**config.mk**
```make
export PLATFORM = sky130hd
export DESIGN_NAME = josephus_permutation_flat
export DESIGN_NICKNAME = d
export VERILOG_FILES = /design/src/rtl/jp_pkg.sv /design/src/rtl/jp_in_if.sv /design/src/rtl/jp_out_if.sv /design/src/rtl/jp_ram.sv /design/src/rtl/josephus_permutation.sv /design/src/flat_wrapper.sv
export SDC_FILE = /design/constraint.sdc
export NUM_CORES = 1
export LEC_CHECK = 0
export BUFFER_PORTS_ARGS = -buffer_cell sky130_fd_sc_hd__buf_4
export CAP_MARGIN = 20
export CORE_ASPECT_RATIO = 1.4
export CORE_MARGIN = 2
export CORE_UTILIZATION = 50
export CTS_CLUSTER_DIAMETER = 40
export DETAILED_ROUTE_END_ITERATION = 10
export MAX_ROUTING_LAYER = met4
export PLACE_DENSITY_LB_ADDON = 0.08
export SYNTH_ARGS = -nofsm -noshare
export SYNTH_HDL_FRONTEND = slang
export SYNTH_SLANG_ARGS = --single-unit
```
**constraint.sdc**
```tcl
create_clock -name clk -period 5.56 [get_ports clk]
set_input_delay 0.834 -clock clk [delete_from_list [all_inputs] [get_ports clk]]
set_output_delay 0.834 -clock clk [all_outputs]
set_load 0.01 [all_outputs]
```
**src/rtl/jp_pkg.sv**
```systemverilog
package jp_pkg;

  // Circle capacity and derived widths
  localparam int MaxPeople = 64;
  localparam int IdxW      = $clog2(MaxPeople);
  localparam int CntW      = IdxW + 1;
  localparam int ShW       = $clog2(CntW);

  // Fixed field widths
  localparam int PersonW   = 7;

  // Status codes
  localparam logic StatusOk  = 1'b0;
  localparam logic StatusErr = 1'b1;

endpackage

```
**src/rtl/jp_in_if.sv**
```systemverilog
interface jp_in_if;
  import jp_pkg::*;

  logic               valid;
  logic               ready;
  logic [PersonW-1:0] people_count;
  logic [PersonW-1:0] step_size;

  modport source (output valid, people_count, step_size, input ready);
  modport sink   (input valid, people_count, step_size, output ready);
endinterface

```
**src/rtl/jp_out_if.sv**
```systemverilog
interface jp_out_if;
  import jp_pkg::*;

  logic               valid;
  logic               ready;
  logic [PersonW-1:0] person;
  logic               status;
  logic               last;

  modport source (output valid, person, status, last, input ready);
  modport sink   (input valid, person, status, last, output ready);
endinterface

```
**src/rtl/jp_ram.sv**
```systemverilog
module jp_ram #(
  parameter int WIDTH = 8,
  parameter int DEPTH = 64
) (
  input  logic                     clk,
  input  logic                     we,
  input  logic [$clog2(DEPTH)-1:0] waddr,
  input  logic [WIDTH-1:0]         wdata,
  input  logic [$clog2(DEPTH)-1:0] raddr,
  output logic [WIDTH-1:0]         rdata
);

  logic [WIDTH-1:0] mem [DEPTH];

  always_ff @(posedge clk) begin
    if (we) begin
      mem[waddr] <= wdata;
    end
    rdata <= mem[raddr];
  end

endmodule

```
**src/rtl/josephus_permutation.sv**
```systemverilog
// Operation: a run of n people first fills the list, then per removal runs the modulo
//   steps, reads the removed slot, shifts the survivors after it down one slot and
//   emits the removed person, held back while the output register waits on out_ready.
// Throughput: one run at a time; in_ready is high only between runs. A full run
//   of 64 people at step 1 is dominated by the list shift.
// An invalid request passes through the error state, which loads its error word into
//   the output register once that register holds no undrained word.
// Reset (rst_n, synchronous, active low) clears the sequencer, counters and output valid.
module josephus_permutation (
  input  logic      clk,
  input  logic      rst_n,
  jp_in_if.sink     in_ch,
  jp_out_if.source  out_ch
);
  import jp_pkg::*;

  typedef enum logic [2:0] {
    ST_IDLE,
    ST_ERR,
    ST_FILL,
    ST_MOD,
    ST_RD,
    ST_GET,
    ST_SHIFT,
    ST_EMIT
  } state_t;

  state_t             state_r, state_nxt;

  // Run parameters and working state
  logic [CntW-1:0]    cnt_r, cnt_nxt;       // survivor count
  logic [IdxW-1:0]    idx_r, idx_nxt;       // index of the current removal
  logic [PersonW-1:0] m_r, m_nxt;           // step size
  logic [CntW-1:0]    k_r, k_nxt;           // fill counter
  logic [PersonW-1:0] rem_r, rem_nxt;       // modulo partial remainder
  logic [ShW-1:0]     sh_r, sh_nxt;         // modulo shift position
  logic [CntW-1:0]    rp_r, rp_nxt;         // shift read pointer
  logic [IdxW-1:0]    wa_r, wa_nxt;         // shift write pointer
  logic               pend_r, pend_nxt;     // read data in flight to be written back
  logic [PersonW-1:0] who_r, who_nxt;       // person removed this round

  // Output word register
  logic               out_valid_r, out_valid_nxt;
  logic [PersonW-1:0] out_person_r, out_person_nxt;
  logic               out_status_r, out_status_nxt;
  logic               out_last_r, out_last_nxt;

  // Survivor list memory
  logic               ram_we;
  logic [IdxW-1:0]    ram_waddr;
  logic [PersonW-1:0] ram_wdata;
  logic [IdxW-1:0]    ram_raddr;
  logic [PersonW-1:0] ram_rdata;

  // Shared compare-subtract unit of the modulo
  logic [PersonW+CntW-1:0] div_sh;
  logic                    div_ge;
  logic [PersonW-1:0]      rem_step;

  logic slot_free;
  logic req_bad;

  jp_ram #(
    .WIDTH (PersonW),
    .DEPTH (MaxPeople)
  ) u_list (
    .clk   (clk),
    .we    (ram_we),
    .waddr (ram_waddr),
    .wdata (ram_wdata),
    .raddr (ram_raddr),
    .rdata (ram_rdata)
  );

  assign in_ch.ready   = (state_r == ST_IDLE);
  assign out_ch.valid  = out_valid_r;
  assign out_ch.person = out_person_r;
  assign out_ch.status = out_status_r;
  assign out_ch.last   = out_last_r;

  // The output register can take a new word when empty or being drained
  assign slot_free = !out_valid_r || out_ch.ready;

  // Zero step, step above count, or count above capacity
  assign req_bad = (in_ch.step_size == '0) || (in_ch.step_size > in_ch.people_count) ||
                   (in_ch.people_count > PersonW'(MaxPeople));

  // Restoring remainder: subtract count << sh when it fits, one shift position a cycle
  assign div_sh   = {{PersonW{1'b0}}, cnt_r} << sh_r;
  assign div_ge   = {{CntW{1'b0}}, rem_r} >= div_sh;
  assign rem_step = div_ge ? rem_r - div_sh[PersonW-1:0] : rem_r;

  always_comb begin
    state_nxt      = state_r;
    cnt_nxt        = cnt_r;
    idx_nxt        = idx_r;
    m_nxt          = m_r;
    k_nxt          = k_r;
    rem_nxt        = rem_r;
    sh_nxt         = sh_r;
    rp_nxt         = rp_r;
    wa_nxt         = wa_r;
    pend_nxt       = pend_r;
    who_nxt        = who_r;
    out_valid_nxt  = out_valid_r && !out_ch.ready;
    out_person_nxt = out_person_r;
    out_status_nxt = out_status_r;
    out_last_nxt   = out_last_r;
    ram_we         = 1'b0;
    ram_waddr      = wa_r;
    ram_wdata      = ram_rdata;
    ram_raddr      = idx_r;

    case (state_r)
      ST_IDLE: begin
        if (in_ch.valid) begin
          if (req_bad) begin
            state_nxt = ST_ERR;
          end else begin
            // Start a run: list fill first, index from zero
            state_nxt = ST_FILL;
            cnt_nxt   = CntW'(in_ch.people_count);
            m_nxt     = in_ch.step_size;
            k_nxt     = '0;
            idx_nxt   = '0;
          end
        end
      end

      ST_ERR: begin
        if (slot_free) begin
          out_valid_nxt  = 1'b1;
          out_person_nxt = '0;
          out_status_nxt = StatusErr;
          out_last_nxt   = 1'b1;
          state_nxt      = ST_IDLE;
        end
      end

      ST_FILL: begin
        // Write person k+1 at slot k
        ram_we    = 1'b1;
        ram_waddr = k_r[IdxW-1:0];
        ram_wdata = PersonW'(k_r + 1'b1);
        k_nxt     = k_r + 1'b1;
        if (CntW'(k_r + 1'b1) == cnt_r) begin
          state_nxt = ST_MOD;
          rem_nxt   = m_r - 1'b1;
          sh_nxt    = ShW'(CntW - 1);
        end
      end

      ST_MOD: begin
        rem_nxt = rem_step;
        if (sh_r == '0) begin
          idx_nxt   = rem_step[IdxW-1:0];
          state_nxt = ST_RD;
        end else begin
          sh_nxt = sh_r - 1'b1;
        end
      end

      ST_RD: begin
        ram_raddr = idx_r;
        state_nxt = ST_GET;
      end

      ST_GET: begin
        // Hold the removed person, then close the gap behind it
        who_nxt   = ram_rdata;
        rp_nxt    = CntW'(idx_r) + 1'b1;
        wa_nxt    = idx_r;
        pend_nxt  = 1'b0;
        state_nxt = ST_SHIFT;
      end

      ST_SHIFT: begin
        // Read slot rp while writing the previous read back one slot lower
        ram_raddr = rp_r[IdxW-1:0];
        if (rp_r < cnt_r) begin
          rp_nxt   = rp_r + 1'b1;
          pend_nxt = 1'b1;
        end else begin
          pend_nxt = 1'b0;
        end
        if (pend_r) begin
          ram_we    = 1'b1;
          ram_waddr = wa_r;
          ram_wdata = ram_rdata;
          wa_nxt    = wa_r + 1'b1;
        end
        if (!(rp_r < cnt_r) && !pend_r) begin
          state_nxt = ST_EMIT;
        end
      end

      ST_EMIT: begin
        if (slot_free) begin
          out_valid_nxt  = 1'b1;
          out_person_nxt = who_r;
          out_status_nxt = StatusOk;
          out_last_nxt   = (cnt_r == CntW'(1));
          cnt_nxt        = cnt_r - 1'b1;
          if (cnt_r == CntW'(1)) begin
            state_nxt = ST_IDLE;
          end else begin
            state_nxt = ST_MOD;
            rem_nxt   = PersonW'({1'b0, idx_r}) + m_r - 1'b1;
            sh_nxt    = ShW'(CntW - 1);
          end
        end
      end

      default: begin
        state_nxt = ST_IDLE;
      end
    endcase
  end

  always_ff @(posedge clk) begin
    if (!rst_n) begin
      state_r     <= ST_IDLE;
      cnt_r       <= '0;
      idx_r       <= '0;
      k_r         <= '0;
      sh_r        <= '0;
      rp_r        <= '0;
      wa_r        <= '0;
      pend_r      <= 1'b0;
      out_valid_r <= 1'b0;
    end else begin
      state_r     <= state_nxt;
      cnt_r       <= cnt_nxt;
      idx_r       <= idx_nxt;
      k_r         <= k_nxt;
      sh_r        <= sh_nxt;
      rp_r        <= rp_nxt;
      wa_r        <= wa_nxt;
      pend_r      <= pend_nxt;
      out_valid_r <= out_valid_nxt;
    end
    // Payload, no reset needed
    m_r          <= m_nxt;
    rem_r        <= rem_nxt;
    who_r        <= who_nxt;
    out_person_r <= out_person_nxt;
    out_status_r <= out_status_nxt;
    out_last_r   <= out_last_nxt;
  end

`ifndef ASSERT_OFF
  // An error word always names nobody and ends its run
  a_err_word: assert property (@(posedge clk) disable iff (!rst_n)
    out_valid_r && out_status_r |-> (out_person_r == '0) && out_last_r)
    else $error("error word with nonzero person or without last");

  // Survivor count never exceeds the circle capacity
  a_cnt_cap: assert property (@(posedge clk) disable iff (!rst_n)
    cnt_r <= CntW'(MaxPeople))
    else $error("survivor count above capacity");

  // Shift pointer stays within the survivors
  a_shift_ptr: assert property (@(posedge clk) disable iff (!rst_n)
    (state_r == ST_SHIFT) |-> (rp_r <= cnt_r) && (CntW'(idx_r) < cnt_r))
    else $error("shift pointer beyond survivor count");

  // The final removal returns the block to idle with an empty circle
  a_run_end: assert property (@(posedge clk) disable iff (!rst_n)
    (state_r == ST_EMIT) && slot_free && (cnt_r == CntW'(1)) |=>
      (state_r == ST_IDLE) && (cnt_r == '0) && out_valid_r && out_last_r)
    else $error("run did not finish cleanly");
`endif

endmodule

```
**src/flat_wrapper.sv**
```systemverilog
// flat-port wrapper written by rule: the top's interface ports become plain ports
module josephus_permutation_flat import jp_pkg::*;
  (clk, rst_n, in_ch_valid, in_ch_people_count, in_ch_step_size, in_ch_ready, out_ch_valid, out_ch_person, out_ch_status, out_ch_last, out_ch_ready);
  jp_in_if in_ch_i ();
  jp_out_if out_ch_i ();
  input  logic clk;
  input  logic rst_n;
  input wire logic [$bits(in_ch_i.valid)-1:0] in_ch_valid;
  input wire logic [$bits(in_ch_i.people_count)-1:0] in_ch_people_count;
  input wire logic [$bits(in_ch_i.step_size)-1:0] in_ch_step_size;
  output wire logic [$bits(in_ch_i.ready)-1:0] in_ch_ready;
  output wire logic [$bits(out_ch_i.valid)-1:0] out_ch_valid;
  output wire logic [$bits(out_ch_i.person)-1:0] out_ch_person;
  output wire logic [$bits(out_ch_i.status)-1:0] out_ch_status;
  output wire logic [$bits(out_ch_i.last)-1:0] out_ch_last;
  input wire logic [$bits(out_ch_i.ready)-1:0] out_ch_ready;
  assign in_ch_i.valid = in_ch_valid;
  assign in_ch_i.people_count = in_ch_people_count;
  assign in_ch_i.step_size = in_ch_step_size;
  assign in_ch_ready = in_ch_i.ready;
  assign out_ch_valid = out_ch_i.valid;
  assign out_ch_person = out_ch_i.person;
  assign out_ch_status = out_ch_i.status;
  assign out_ch_last = out_ch_i.last;
  assign out_ch_i.ready = out_ch_ready;
  josephus_permutation u_core (.clk(clk), .rst_n(rst_n), .in_ch(in_ch_i), .out_ch(out_ch_i));
endmodule
```
==> reports/results.tsv <==
metric	value	unit
instances_no_fill	2576	
synth_edf_count	478	
finalSetupTns	0	ns
status	complete, no violations	
fmax	230	MHz
power_density	429	mW/mm²
vias	15900	
cp_max_fo	34	
grt_first_pass_wirelength	103000	µm
regArea	0.0153	mm²
cts_tree	done	
ant_nets	0	
vias_per_cell	6.18	
fill_cells	3817	
clock_skew	0.0157	ns
postSynthCellCount	1900	
grt_pass1_vias	15500	
async_flop_share	0	%
seq_power_share	47.3	%
initial_core_util	50.7	%
yosys_register_bits	526	
num_io_pins	29	
clk_latency	0.60	ns
path_cells	nand3b_4 > mux2i_4 > inv_2 > buf_4 > mux4_2 > a2111oi_0 > o32ai_1 > a221o_1	
hold_class	primary input to flop	
synth_area	0.0233	mm²
fin_nets	1970	
cts_buffers	58	
drv_slew	0	
gp_congestion	0.952	
drt_iter0_drc	1520	
fin_crit	4.35	ns
grt_start_max_net_pins	112	
hp-start	in_ch_step_size[3]	
switching_share	30.6	%
portBuffers	28	
die_h	259	µm
grtUsageTotal	29.6	%
finalSetupViolations	0	
place_hpwl	46900	µm
area_growth	11.8	%
overflow	0	
finalWorstSetupSlack	1.21	ns
hold_viol_final	0	
postCtsSetupRepairBufs	0	
die_width	186	µm
core	0.0460	mm²
p_clk_share	33.6	%
cts_hold_buf	0	
ctsLongestPathBuffers	3	
maxCapViolCount	0	
ir_drop	0.331	mV
syn-num-nets	1959	
crit_slowest_cell	dfxtp_1	
num_rows	93	
multi_input_area	0.00739	mm²
cp.required	6.05	ns
dp_slack	1.34	ns
cts_resized	0	
critical_path_buf_inv_count	2	
power_frac_comb	19.1	%
place_inst	2468	
antenna_cells	0	
drive_above_1_share	9.80	%
switchingPower	3.42	mW
cpLargestDelayFamily	compound AO/OA/AOI/OAI gates	
routed_wl	70000	µm
cp.arrival	4.84	ns
ys_seq_area_share	65.8	%
max_stage_delay	0.92	ns
slew_headroom	27.7	%
synth_area_per_cell	12.3	µm²
h-tree-depth	2	
start_kind	flop	
reg2reg_from	u_core.state_r[2]$_SDFFE_PN0P_	
critPathLaunch	u_core.state_r[2]$_SDFFE_PN0P_	
clock_sinks	526	
grt_setup_unrepaired	false	
routedWlPerCell	27.2	µm
yosys_warnings	0	
p_int	7.75	mW
first_pass_iters	6	
fin_crit_sh	78.2	%
synth_ff_type	edfxtp_1	
drcViolationCount	0	
cts-root-buf	clkbuf_16	
yosysUniqueCellTypes	76	
clkSlewWorstSetupHoldPaths	0.06	ns
path_class	flop to flop	
tightest_slew	1.08	ns
p_leak	8.62	nW
antenna_found_initial	0	
dieArea	0.0483	mm²
cp-end-kind	flop	
==> per-layer routing <==
layer / part of all wire [%] / wire length [µm] / track usage [%] / vias to the layer above
met3: 5.9 / 4160 / 4.08 / 167
met2: 52 / 36500 / 51.6 / 646
met4: 5.4 / 3820 / 15.1 / 0
li1: - / - / - / 7149
met1: 36 / 25500 / 33.4 / 7960
met5: 0 / 0 / - / -
==> worst paths after layout <==
path | end | slack (ns) | cells past startpoint
min | u_core.m_r[3]$_DFFE_PP_ | 0.44 | 1
min reg2reg | u_core.k_r[6]$_SDFFE_PN0P_ | 0.50 | 2
max reg2reg | u_core.u_list.rdata[0]$_DFF_P_ | 1.21 | 8
max | u_core.u_list.rdata[0]$_DFF_P_ | 1.21 | 8
==> synthesized netlist by cell type (6+ instances only) <==
cell type  instances  area (µm²)
or3_1              6        37.5
o211ai_1          10        75.1
and2_1             9        56.3
nor2_1           119         447
nand2b_1           7        43.8
buf_2             41         205
a21o_1             8        60.1
nand3_1          115         576
a211o_1            6        52.6
mux2i_1           65         651
o22ai_1           11        68.8
ha_1              39         488
nand4_1           18         113
edfxtp_1         478       14400
mux4_2            12         270
a211oi_1          19         143
and3_1             8        50.1
a221oi_1          14         123
nor2b_1           19         119
o21ai_0           57         285
o31ai_1            6        45.0
xnor2_1           23         201
a32oi_1            7        61.3
nand3b_1          10        75.1
clkbuf_1          53         199
dfxtp_1           48         961
nand2_1          323        1210
inv_1             57         214
nor3_1            11        55.1
xor2_1             6        52.6
a22oi_1           35         263
a21oi_1          115         576
a31oi_1           26         163
nor4_1             9        56.3
buf_1              9        33.8
==> kinds of logic after synthesis <==
| group | count (synthesis) | share of synthesized area, % |
|---|---|---|
| AND/OR/NAND/NOR | 672 | 12.9 |
| flip-flops | 526 | 65.8 |
| AO/OA/AOI/OAI | 385 | 10.9 |
| buffers and inverters | 166 | 2.96 |
| multiplexers | 81 | 4.16 |
| adder cells (fa/ha/maj) | 41 | 2.27 |
| XOR/XNOR | 29 | 1.09 |
==> sequential cells by signal, indices dropped and copies added (netlist names), 7 cells and up <==
register	flops
u_core.out_ch.person	7
u_core.rem_r	7
u_core.k_r	7
u_core.u_list.rdata	7
u_core.cnt_r	7
u_core.m_r	7
u_core.u_list.mem	448
u_core.rp_r	7
u_core.who_r	7
==> cells in the final DEF (no fill, tap or decap), types with 18 or more instances in the layout <==
master     instances
a22oi_1           35
a211oi_1          19
nand3_1          115
buf_4             55
o21ai_0           51
ha_1              39
nand4_1           18
nand2_1          322
xnor2_1           23
mux2i_1           65
nor2_1           118
a21oi_1          114
a31oi_1           26
dfxtp_1           48
edfxtp_1         478
inv_1             57
clkbuf_16         59
nor2b_1           19
==> power groups by stage <==
stage | Combinational, mW | Clock [mW] | Sequential (mW)
6_report | 2.13 | 3.76 | 5.28
5_1_grt | 2.30 | 3.95 | 5.30
4_1_cts | 2.15 | 3.80 | 5.28
3_5_place_dp | 2.15 | 0 | 5.36
3_3_place_gp | 2.11 | 0 | 5.36
2_1_floorplan | 1.29 | 0 | 5.32
==> cell type report <==
| class | count | share of cell area (%) |
|---|---|---|
| clock buffers | 68 | 5.80 |
| clock inverters | 40 | 1.37 |
| inverters | 59 | 0.869 |
| multi-input cells | 1208 | 28.4 |
| flip-flops and latches | 526 | 58.8 |
| well taps | 617 | 2.96 |
| repair buffers | 58 | 1.82 |
==> metrics by stage <==
stage	cell area [µm²]	util, %	power [mW]	hold slack, ns
floorplan	23300	-	6.61	0.408
global placement	24200	52.6	7.47	0.477
detailed placement	24200	52.6	7.51	0.487
CTS	26000	56.7	11.2	0.428
global route	26000	56.7	11.5	0.436
finish	26000	56.7	11.2	0.443
No activity file was read; power rests on OpenSTA's default activity.
